`config.mk`:
```
export PLATFORM = sky130hd
export DESIGN_NAME = tcp_congestion_window_update
export DESIGN_NICKNAME = d
export VERILOG_FILES = /design/src/hw/rtl/tcwu_pkg.sv /design/src/hw/rtl/tcwu_div.sv /design/src/hw/rtl/tcp_congestion_window_update.sv
export SDC_FILE = /design/constraint.sdc
export NUM_CORES = 2
export LEC_CHECK = 0
export BUFFER_PORTS_ARGS = -buffer_cell sky130_fd_sc_hd__buf_4
export CAP_MARGIN = 30
export CORE_MARGIN = 2
export CORE_UTILIZATION = 55
export DETAILED_ROUTE_END_ITERATION = 6
export PLACE_DENSITY_LB_ADDON = 0.08
export SYNTH_ARGS = -nofsm -noshare
export SYNTH_HDL_FRONTEND = slang
export SYNTH_SLANG_ARGS = --single-unit
```
`constraint.sdc`:
```
create_clock -name i_clk -period 7.95 [get_ports i_clk]
set_input_delay 0.795 -clock i_clk [delete_from_list [all_inputs] [get_ports i_clk]]
set_output_delay 0.795 -clock i_clk [all_outputs]
set_load 0.05 [all_outputs]
```
`src/hw/rtl/tcwu_pkg.sv`:
```
package tcwu_pkg;

    // operation codes carried in the operation field
    localparam logic [2:0] OP_RESTART = 3'd0;
    localparam logic [2:0] OP_ACK     = 3'd1;
    localparam logic [2:0] OP_QINC    = 3'd2;
    localparam logic [2:0] OP_QDEC    = 3'd3;
    localparam logic [2:0] OP_LOSS    = 3'd4;

    // configuration register indexes
    localparam int CFG_IDX_BITS  = 2;
    localparam int CFG_DATA_BITS = 32;
    localparam logic [CFG_IDX_BITS-1:0] CFG_SEGMENT_SIZE      = 2'd0;
    localparam logic [CFG_IDX_BITS-1:0] CFG_INITIAL_WINDOW    = 2'd1;
    localparam logic [CFG_IDX_BITS-1:0] CFG_INITIAL_THRESHOLD = 2'd2;

    // reset values
    localparam logic [15:0] RST_SEGMENT_SIZE      = 16'd536;
    localparam logic [31:0] RST_INITIAL_WINDOW    = 32'd536;
    localparam logic [31:0] RST_INITIAL_THRESHOLD = 32'hFFFF_FFFF;
    localparam logic [15:0] RST_WINDOW            = 16'd536;

    // serial divider: dividend is seg*seg, always 32 bits
    localparam int DIV_DIVIDEND_BITS = 32;
    localparam int DIV_CNT_BITS      = 5;

    typedef struct packed {
        logic [2:0]  operation;
        logic [15:0] segments_acked;
        logic [15:0] queued_packets;
        logic [15:0] operating_point;
        logic [31:0] bytes_in_flight;
    } t_cwu_in;

    typedef struct packed {
        logic [31:0] window;
        logic [31:0] threshold;
        logic        in_slow_start;
    } t_cwu_out;

endpackage

```
`src/hw/rtl/tcwu_div.sv`:
```
module tcwu_div #(
    parameter int WINDOW_BITS = 32
) (
    input  logic                                  i_clk,
    input  logic                                  i_rst_n,
    input  logic                                  i_start,
    input  logic [tcwu_pkg::DIV_DIVIDEND_BITS-1:0] i_dividend,
    input  logic [WINDOW_BITS-1:0]                i_divisor,
    output logic                                  o_done,
    output logic [tcwu_pkg::DIV_DIVIDEND_BITS-1:0] o_quotient
);
    import tcwu_pkg::*;

    localparam logic [DIV_CNT_BITS-1:0] LAST_STEP = DIV_CNT_BITS'(DIV_DIVIDEND_BITS - 1);

    logic                         r_busy, n_busy;
    logic                         r_done, n_done;
    logic [DIV_CNT_BITS-1:0]      r_cnt, n_cnt;
    logic [WINDOW_BITS-1:0]       r_rem, n_rem;
    logic [WINDOW_BITS-1:0]       r_divisor, n_divisor;
    logic [DIV_DIVIDEND_BITS-1:0] r_quot, n_quot;

    logic [WINDOW_BITS:0] shifted;
    logic [WINDOW_BITS:0] diff;
    logic                 fits;

    // one restoring step: shift in next dividend bit, trial subtract
    assign shifted = {r_rem, r_quot[DIV_DIVIDEND_BITS-1]};
    assign diff    = shifted - {1'b0, r_divisor};
    assign fits    = shifted >= {1'b0, r_divisor};

    always_comb begin
        n_busy    = r_busy;
        n_done    = 1'b0;
        n_cnt     = r_cnt;
        n_rem     = r_rem;
        n_divisor = r_divisor;
        n_quot    = r_quot;
        if (i_start) begin
            n_busy    = 1'b1;
            n_cnt     = '0;
            n_rem     = '0;
            n_divisor = i_divisor;
            n_quot    = i_dividend;
        end else if (r_busy) begin
            n_rem  = fits ? diff[WINDOW_BITS-1:0] : shifted[WINDOW_BITS-1:0];
            n_quot = {r_quot[DIV_DIVIDEND_BITS-2:0], fits};
            n_cnt  = r_cnt + 1'b1;
            if (r_cnt == LAST_STEP) begin
                n_busy = 1'b0;
                n_done = 1'b1;
            end
        end
    end

    always_ff @(posedge i_clk) begin
        if (!i_rst_n) begin
            r_busy <= 1'b0;
            r_done <= 1'b0;
            r_cnt  <= '0;
        end else begin
            r_busy <= n_busy;
            r_done <= n_done;
            r_cnt  <= n_cnt;
        end
        r_rem     <= n_rem;
        r_divisor <= n_divisor;
        r_quot    <= n_quot;
    end

    assign o_done     = r_done;
    assign o_quotient = r_quot;

endmodule

```
`src/hw/rtl/tcp_congestion_window_update.sv`:
```
// channel   direction  handshake                  payload
// in        input      i_in_valid / o_in_ready    i_in_data  (t_cwu_in)
// out       output     o_out_valid / i_out_ready  o_out_data (t_cwu_out)
// cfg       input      i_cfg_we (no wait)         i_cfg_index, i_cfg_data
//
// one transaction at a time: after acceptance an item passes through the execute state
// and then sits in the output stage; restart, queue and loss ops go from execute
// straight to output, an ack passes through a check state as well. an ack that reaches
// congestion avoidance with a nonzero window runs the 32-step serial divider for
// seg*seg/window and then an add state before the output stage.
// o_in_ready is low until the result transaction completes; a stalled output holds.
// synchronous active-low reset loads window 536, threshold all ones, flag set.
module tcp_congestion_window_update #(
    parameter int WINDOW_BITS = 32
) (
    input  logic                                 i_clk,
    input  logic                                 i_rst_n,
    input  logic                                 i_in_valid,
    output logic                                 o_in_ready,
    input  tcwu_pkg::t_cwu_in                    i_in_data,
    output logic                                 o_out_valid,
    input  logic                                 i_out_ready,
    output tcwu_pkg::t_cwu_out                   o_out_data,
    input  logic                                 i_cfg_we,
    input  logic [tcwu_pkg::CFG_IDX_BITS-1:0]    i_cfg_index,
    input  logic [tcwu_pkg::CFG_DATA_BITS-1:0]   i_cfg_data
);
    import tcwu_pkg::*;

    localparam int EW = (WINDOW_BITS > 32) ? WINDOW_BITS : 32;
    localparam logic [WINDOW_BITS-1:0] WIN_MAX = '1;

    typedef enum logic [5:0] {
        S_IDLE  = 6'b000001,
        S_EXEC  = 6'b000010,
        S_CHECK = 6'b000100,
        S_DIV   = 6'b001000,
        S_ADD   = 6'b010000,
        S_OUT   = 6'b100000
    } t_state;

    t_state                 r_state, n_state;
    logic [15:0]            r_seg, n_seg;
    logic [31:0]            r_init_win, n_init_win;
    logic [31:0]            r_init_thr, n_init_thr;
    logic [WINDOW_BITS-1:0] r_cw, n_cw;
    logic [31:0]            r_thr, n_thr;
    logic                   r_flag, n_flag;
    t_cwu_in                r_in, n_in;
    logic [15:0]            r_acked, n_acked;
    logic [31:0]            r_prod, n_prod;

    logic [EW-1:0]          cw_ext;
    logic [EW-1:0]          thr_ext;
    logic [16:0]            seg2;
    logic [31:0]            seg_sq;
    logic [15:0]            half_op;
    logic                   q_above;
    logic [WINDOW_BITS-1:0] tent_cw;
    logic [WINDOW_BITS-1:0] dec_cw;
    logic [30:0]            half_flight;
    logic                   ca_needed;
    logic [31:0]            quot_eff;
    logic                   div_start;
    logic                   div_done;
    logic [31:0]            div_quot;

    // saturating add onto the window
    function automatic logic [WINDOW_BITS-1:0] win_add(
        input logic [WINDOW_BITS-1:0] a,
        input logic [31:0]            b
    );
        logic [EW:0] s;
        s = (EW+1)'(a) + (EW+1)'(b);
        if (s > (EW+1)'(WIN_MAX)) begin
            return WIN_MAX;
        end
        return s[WINDOW_BITS-1:0];
    endfunction

    // shared operands and compares
    assign cw_ext      = EW'(r_cw);
    assign thr_ext     = EW'(r_thr);
    assign seg2        = {r_seg, 1'b0};
    assign seg_sq      = 32'(r_seg) * 32'(r_seg);
    assign half_op     = {1'b0, r_in.operating_point[15:1]};
    assign q_above     = r_in.queued_packets > half_op;
    assign tent_cw     = win_add(r_cw, {16'b0, r_seg});
    assign dec_cw      = (cw_ext >= EW'(seg2)) ? (r_cw - WINDOW_BITS'(r_seg)) : r_cw;
    assign half_flight = r_in.bytes_in_flight[31:1];
    assign ca_needed   = (cw_ext >= thr_ext) && (r_acked != 16'd0);
    assign quot_eff    = (div_quot == 32'd0) ? 32'd1 : div_quot;

    // divider launch and completion
    assign div_start = (r_state == S_CHECK) && ca_needed && (r_cw != '0);

    tcwu_div #(
        .WINDOW_BITS(WINDOW_BITS)
    ) u_div (
        .i_clk      (i_clk),
        .i_rst_n    (i_rst_n),
        .i_start    (div_start),
        .i_dividend (r_prod),
        .i_divisor  (r_cw),
        .o_done     (div_done),
        .o_quotient (div_quot)
    );

    // sequencer and register updates
    always_comb begin
        n_state    = r_state;
        n_seg      = r_seg;
        n_init_win = r_init_win;
        n_init_thr = r_init_thr;
        n_cw       = r_cw;
        n_thr      = r_thr;
        n_flag     = r_flag;
        n_in       = r_in;
        n_acked    = r_acked;
        n_prod     = r_prod;

        // configuration writes
        if (i_cfg_we) begin
            case (i_cfg_index)
                CFG_SEGMENT_SIZE:      n_seg      = i_cfg_data[15:0];
                CFG_INITIAL_WINDOW:    n_init_win = i_cfg_data;
                CFG_INITIAL_THRESHOLD: n_init_thr = i_cfg_data;
                default: ;
            endcase
        end

        case (r_state)
            S_IDLE: begin
                if (i_in_valid) begin
                    n_in    = i_in_data;
                    n_acked = i_in_data.segments_acked;
                    n_state = S_EXEC;
                end
            end
            S_EXEC: begin
                n_state = S_OUT;
                case (r_in.operation)
                    OP_RESTART: begin
                        n_cw   = (EW'(r_init_win) > EW'(WIN_MAX)) ? WIN_MAX
                                                               : WINDOW_BITS'(r_init_win);
                        n_thr  = r_init_thr;
                        n_flag = 1'b1;
                    end
                    OP_ACK: begin
                        // slow-start step, then maybe congestion avoidance
                        if ((cw_ext < thr_ext) && (r_acked != 16'd0)) begin
                            n_cw    = tent_cw;
                            n_acked = r_acked - 16'd1;
                        end
                        n_prod  = seg_sq;
                        n_state = S_CHECK;
                    end
                    OP_QINC: begin
                        if ((EW'(tent_cw) >= thr_ext) || q_above) begin
                            n_flag = 1'b0;
                        end else begin
                            n_cw = tent_cw;
                        end
                    end
                    OP_QDEC: begin
                        n_cw = dec_cw;
                        if ((EW'(dec_cw) < thr_ext) && !q_above) begin
                            n_flag = 1'b1;
                        end
                    end
                    OP_LOSS: begin
                        n_thr = (32'(seg2) > {1'b0, half_flight}) ? 32'(seg2)
                                                                  : {1'b0, half_flight};
                    end
                    default: ;
                endcase
            end
            S_CHECK: begin
                if (ca_needed) begin
                    if (r_cw == '0) begin
                        // zero window: quotient taken as all ones
                        n_cw    = WIN_MAX;
                        n_state = S_OUT;
                    end else begin
                        n_state = S_DIV;
                    end
                end else begin
                    n_state = S_OUT;
                end
            end
            S_DIV: begin
                if (div_done) begin
                    n_state = S_ADD;
                end
            end
            S_ADD: begin
                n_cw    = win_add(r_cw, quot_eff);
                n_state = S_OUT;
            end
            S_OUT: begin
                if (i_out_ready) begin
                    n_state = S_IDLE;
                end
            end
            default: n_state = S_IDLE;
        endcase
    end

    always_ff @(posedge i_clk) begin
        if (!i_rst_n) begin
            r_state    <= S_IDLE;
            r_seg      <= RST_SEGMENT_SIZE;
            r_init_win <= RST_INITIAL_WINDOW;
            r_init_thr <= RST_INITIAL_THRESHOLD;
            r_cw       <= WINDOW_BITS'(RST_WINDOW);
            r_thr      <= '1;
            r_flag     <= 1'b1;
        end else begin
            r_state    <= n_state;
            r_seg      <= n_seg;
            r_init_win <= n_init_win;
            r_init_thr <= n_init_thr;
            r_cw       <= n_cw;
            r_thr      <= n_thr;
            r_flag     <= n_flag;
        end
        r_in    <= n_in;
        r_acked <= n_acked;
        r_prod  <= n_prod;
    end

    // handshake and result payload
    assign o_in_ready               = (r_state == S_IDLE);
    assign o_out_valid              = (r_state == S_OUT);
    assign o_out_data.window        = cw_ext[31:0];
    assign o_out_data.threshold     = r_thr;
    assign o_out_data.in_slow_start = r_flag;

endmodule

```
* Yosys cells after proc, flatten, opt, wreduce, memory -nomap -nowiden
Index checks and enable logic that the tools add are counted.
Cells by class: add/sub/neg operators 6, order comparisons 11, bitwise operators 2, muxes and demuxes 39, eq/ne operators 25, reductions and logical operators 30, $mul 1
Operator list (count):
- two-way mux 32 bit | 14
- case mux 32 bit (4 select lines) | 1
- case mux 32 bit (3 select lines) | 1
- > comparator 33 x 32 -> 1 bit, second input constant | 2
- >= comparator 32 bit | 2
- zero test 32 bit | 2
- less-than comparator 32 bit | 2
- case mux 32 bit (2 select lines) | 1
- two-way mux 16 bit | 3
- two-way mux 6 bit | 6
- case mux 6 bit (6 select lines) | 1
- adder 32 x 16 -> 33 bit | 1
- adder 32 x 32 -> 33 bit | 1
- >= comparator 33 x 32 -> 1 bit | 1
- >= comparator 32 x 17 -> 1 bit | 1
- > comparator 32 bit, second input constant | 1
- multiplier 16 x 16 -> 32 bit | 1
- case mux 16 bit (2 select lines) | 1
- nonzero test 32 bit | 1
- subtractor 32 x 16 -> 32 bit | 1
- subtractor 32 bit | 1
- > comparator 17 x 31 -> 1 bit | 1
- two-way mux 31 bit | 1
- > comparator 16 x 15 -> 1 bit | 1
- 35 further kinds | 66
Word-level totals: bits in registers 369, word-level logic and storage cells 133, output and inout port bits 67

* Logic depth before layout (Yosys ltp)
depth in word-level cells 9, depth in mapped cells 26, mapped depth without buffers 25

* Modules after synthesis
Synthesis repeated with hierarchy kept, for this count alone.
Unflattened totals: cell total of the unflattened synthesis 3518, area total of the unflattened synthesis 31388.9 µm²
Modules (own cells, without submodules):
- tcp_congestion_window_update | seq. area each 6386.1 µm², cells each 2935, times used 1, area each 25468.2 µm²
- tcwu_div | seq. area each 2702.6 µm², cells each 583, times used 1, area each 5920.7 µm²

* Worst setup path after synthesis
OpenSTA, ideal clock, no wires.
kind register to register, start register r_seg[6], end register r_prod[30] (data pin), buffers on the path 2, cell stages (with the launch flop) 24, arrival 6.005 ns, period minus slack after synthesis 6.263 ns, required time 7.692 ns, setup slack 1.687 ns, path through dfxtp_1 clkbuf_1 inv_1 clkbuf_1 nor2_1 fa_1 fa_1 inv_1 fa_1 inv_1 fa_1 fa_1 fa_1 ha_1 a21oi_1 o21ai_0 a211oi_1 o21ai_0 a21o_1 a22oi_1 a21oi_1 a21o_1 a21oi_1 xnor2_1
On the way: word-level cells in the longest chain between the ends 1
RTL lines:
- start, declared | RTL line tcp_congestion_window_update.sv:43 | logic [15:0] r_seg, n_seg;
- start signal, assigned | RTL line tcp_congestion_window_update.sv:220 | r_seg <= n_seg;
- multiplier 16 x 16 -> 32 bit | RTL line tcp_congestion_window_update.sv:85 | assign seg_sq = 32'(r_seg) * 32'(r_seg);
- net seg_sq[30] | RTL line tcp_congestion_window_update.sv:56 | logic [31:0] seg_sq;
- end signal, assigned | RTL line tcp_congestion_window_update.sv:229 | r_prod <= n_prod;
- end, declared | RTL line tcp_congestion_window_update.sv:51 | logic [31:0] r_prod, n_prod;
The timed path passes the listed nets, and every way through them passes these cells. A chain may end at the register's enable or synchronous reset.

* Final worst setup path
start register r_seg[7], end register r_cw[28] (netlist: cw_ext[28])
On the way: word-level cells in the longest chain between the ends 8
RTL lines:
- adder 32 x 16 -> 33 bit | RTL line tcp_congestion_window_update.sv:74 | s = (EW+1)'(a) + (EW+1)'(b);
- > comparator 33 x 32 -> 1 bit | RTL line tcp_congestion_window_update.sv:75 | if (s > (EW+1)'(WIN_MAX)) begin
- two-way mux 1 bit | RTL line tcp_congestion_window_update.sv:75
- two-way mux 32 bit | RTL line tcp_congestion_window_update.sv:78 | return s[WINDOW_BITS-1:0];
- >= comparator 32 bit | RTL line tcp_congestion_window_update.sv:159 | if ((EW'(tent_cw) >= thr_ext) || q_above) begin
- logical OR 1 bit | RTL line tcp_congestion_window_update.sv:159
- inequality test 3 bit (no source line)
- AND reduction 6 bit (no source line)
- end signal, assigned | RTL line tcp_congestion_window_update.sv:215 | r_cw <= WINDOW_BITS'(RST_WINDOW);
- end signal, assigned | RTL line tcp_congestion_window_update.sv:223 | r_cw <= n_cw;
- end, declared | RTL line tcp_congestion_window_update.sv:46 | logic [WINDOW_BITS-1:0] r_cw, n_cw;
Parallel ways exist; a longest one is shown, timed or not. The select of a mux whose other input is x is not followed.

==> impl_metrics.json <==
{
  "crit_end": "cw_ext[28]",
  "maxCapViolCount": 0,
  "synth-simple-area-share": 0.164,
  "ys_ff_latch": 366,
  "syn_nets": 4090,
  "drt-pass1-iter-count": 5,
  "antenna_found_initial": 0,
  "yosys.area_share.adder": 0.247,
  "r2r_end": "cw_ext[28]",
  "diodes": 0,
  "clk_latency_ns": 0.58,
  "first_global_vias": 25909,
  "intPower_w": 0.00369,
  "synthArstFlopShare": 0,
  "setup_viol": 0,
  "fin_skew_ns": 0.0165,
  "hp-class": "in2reg",
  "drtIter0Drc": 2318,
  "startpoint_type": "flop",
  "grt_overflow": 0,
  "comb_power_share": 0.224,
  "min_period_ns": 7.14,
  "rsz0062_at_grt": "false",
  "drt_wl_total_um": 97300,
  "slowest_stage": "dfxtp_1",
  "required_ns": 8.43,
  "pwr-share-clk": 0.369,
  "drive_gt1_frac": 0.116,
  "fmax_mhz": 140,
  "portBuffers": 186,
  "grt_pass1_wl_um": 148000,
  "vdd_ir_drop_max_mv": 0.160,
  "avgRoutedWirePerCell_um": 22.2,
  "core_area_um2": 55200,
  "hpwl_um": 74700,
  "nets": 4226,
  "min_from": "i_in_data[82]",
  "whs_ns": 0.395,
  "grt_usage": 0.336,
  "slew_headroom": 0.305,
  "synth_common_cells": "nand2_1, inv_1, ha_1, nor2_1, a21oi_1",
  "tns_ns": 0,
  "synth_top_family_by_area": "adder cells",
  "ctsResizeCount": 0,
  "syn_avg_cell_area_um2": 8.87,
  "htree_levels": 2,
  "netlist_area_um2": 30700,
  "die_area_um2": 57700,
  "ys_types": 82,
  "critical_path.max_fanout": 15,
  "die_x_um": 240,
  "filler_cell_count": 4750,
  "cp.arrival_ns": 7.62,
  "finalWeightedCongestion": 1.01,
  "vias": 26541,
  "synth.most_common_cell": "nand2_1",
  "synth_edf_count": 176,
  "post_cts_buffers": 0,
  "area_growth_pct": 12.2,
  "grt_max_degree": 111,
  "worst_pin_slew_ns": 1.04,
  "fp.dieH_um": 240,
  "crit_chain": "inv_1 -> ha_1 -> nor4_1 -> a21oi_1 -> a21boi_0 -> a31oi_1 -> and2_1 -> mux2_2 -> o21ai_0 -> ha_1 -> a21o_1 -> a211oi_1 -> nand3_1 -> a2111oi_0 -> a211oi_1 -> buf_4 -> nor3_1 -> o311a_1 -> buf_12 -> and2_1 -> o21ai_0 -> o22ai_1",
  "initial_utilization": 0.556,
  "worstSetupStartpoint": "r_seg[7]",
  "yosysWarnings": 0,
  "regToRegSetupSlack_ns": 0.81,
  "synthMuxAreaShare": 0.0252,
  "outcome": "completed",
  "r2r_cells": 22,
  "p_sw_frac": 0.307,
  "antenna_left": 0,
  "hold_viol_final": 0,
  "cts_root_buffer": "clkbuf_16",
  "p_leak_nw": 16.5,
  "synthDominantCellAreaShare": 0.172,
  "max_stage_delay_ns": 0.78,
  "cts_hold_buf": 0,
  "cts_tree": "yes",
  "synth_area_leaders": "edfxtp_1, ha_1, dfxtp_1",
  "power_switching_w": 0.00163,
  "total_power_w": 0.00533,
  "routed_via_density": 6.06,
  "cts_buffer_depth": 3,
  "drc": 0,
  "p_seq_frac": 0.408,
  "cts.sinks": 366,
  "boundaryPins": 189,
  "path_class": "reg2reg",
  "end_kind": "flop",
  "r2r-start": "r_seg[7]",
  "timing.final.crit_share": 0.898,
  "yosys.area.top_type": "edfxtp_1",
  "clkTransAtPathRegs_ns": 0.06,
  "p_per_area_nw_per_um2": 155,
  "numCtsBuffers": 43,
  "synth_compound_area_frac": 0.161,
  "syn-instance-count": 3462,
  "yosys.area_share.xor_xnor": 0.0402,
  "seq_area_frac_synth": 0.296,
  "synthFlopType": "dfxtp_1",
  "rows": 86,
  "drv_slew": 0
}
layout make-up:
type | instances | area, um2 | share of cell area
repair buffers | 269 | 2070 | 0.0601
multi-input cells | 2566 | 19600 | 0.570
clock buffers | 58 | 1190 | 0.0345
well taps | 748 | 936 | 0.0272
inverters | 352 | 1320 | 0.0383
clock inverters | 21 | 209 | 0.00606
flip-flops and latches | 366 | 9090 | 0.264
critical path, delay by kind of cell, from the launching register on:
| family | cells | cell delay (ns) |
|---|---|---|
| AND/OR/NAND/NOR | 5 | 1.17 |
| multiplexers | 1 | 0.22 |
| flip-flops | 1 | 0.78 |
| buffers and inverters | 3 | 0.92 |
| adder cells (fa/ha/maj) | 2 | 0.94 |
| AO/OA/AOI/OAI | 11 | 3.00 |
cells in the final DEF (no fill, tap or decap), types with 26 or more instances in the layout:
cell	instances
nor4_1	32
nand3_1	79
nor2b_1	34
a211oi_1	45
ha_1	338
clkbuf_16	45
nor3_1	51
o211ai_1	51
nand2_1	422
fa_1	168
o21ai_0	143
xnor2_1	95
inv_1	348
edfxtp_1	176
dfxtp_1	189
mux2i_1	29
mux2_2	43
a21oi_1	206
buf_4	263
xor2_1	46
o21a_1	26
a21o_1	66
nand4_1	37
nand2b_1	34
nor2_1	274
how the worst min path moves through the flow:
stage	slack, ns	endpoint	depth (start not counted)
after floorplan	0.44	r_init_thr[16]	2
after global placement	0.45	r_init_thr[7]	2
after detailed placement	0.45	r_init_thr[4]	2
after CTS	0.37	half_flight[13]	1
after global routing	0.38	half_flight[16]	1
final	0.40	r_in[82]	1
per-layer routing:
layer  GRT usage  routed length, um
met1       0.448              41100
met3      0.0463               7330
met5           0                  0
met2       0.558              45300
met4       0.120               3640
cell families (layout without fill, tap and decap cells):
kind of cell    Yosys count  after routing
simple gates           1095           1095
flops                   366            366
compound gates          752            752
mux                      72             72
xor+xnor                141            141
fa+ha+maj               506            506
buf+inv                 530            700
through the flow:
stage | utilization | setup slack (ns) | instance area, um2 | std cells
6_report | 0.624 | 0.809 | 34500 | 4380
3_5_place_dp | 0.599 | 0.964 | 33100 | 4301
4_1_cts | 0.624 | 0.936 | 34500 | 4380
2_1_floorplan | - | 1.69 | 30700 | 3462
5_1_grt | 0.624 | 0.367 | 34500 | 4380
3_3_place_gp | 0.598 | 1.10 | 33000 | 4298
power by group through the flow:
stage / Clock [W] / Sequential (W) / Combinational (W)
2_1_floorplan: 0 / 0.00221 / 0.000781
3_3_place_gp: 0 / 0.00220 / 0.00115
3_5_place_dp: 0 / 0.00221 / 0.00117
4_1_cts: 0.00199 / 0.00217 / 0.00118
5_1_grt: 0.00207 / 0.00218 / 0.00131
6_report: 0.00196 / 0.00217 / 0.00119
state kept, by name, summed over array words and instances, names as in the netlist, 5 cells and up:
name,count
r_acked,16
u_div.r_divisor,32
r_seg,16
r_thr,32
half_flight,31
u_div.r_cnt,5
r_init_win,32
u_div.o_quotient,32
r_state,6
half_op,15
cw_ext,32
r_prod,31
r_in,19
r_init_thr,32
u_div.r_rem,32
Power figures use the tool's default switching activity.
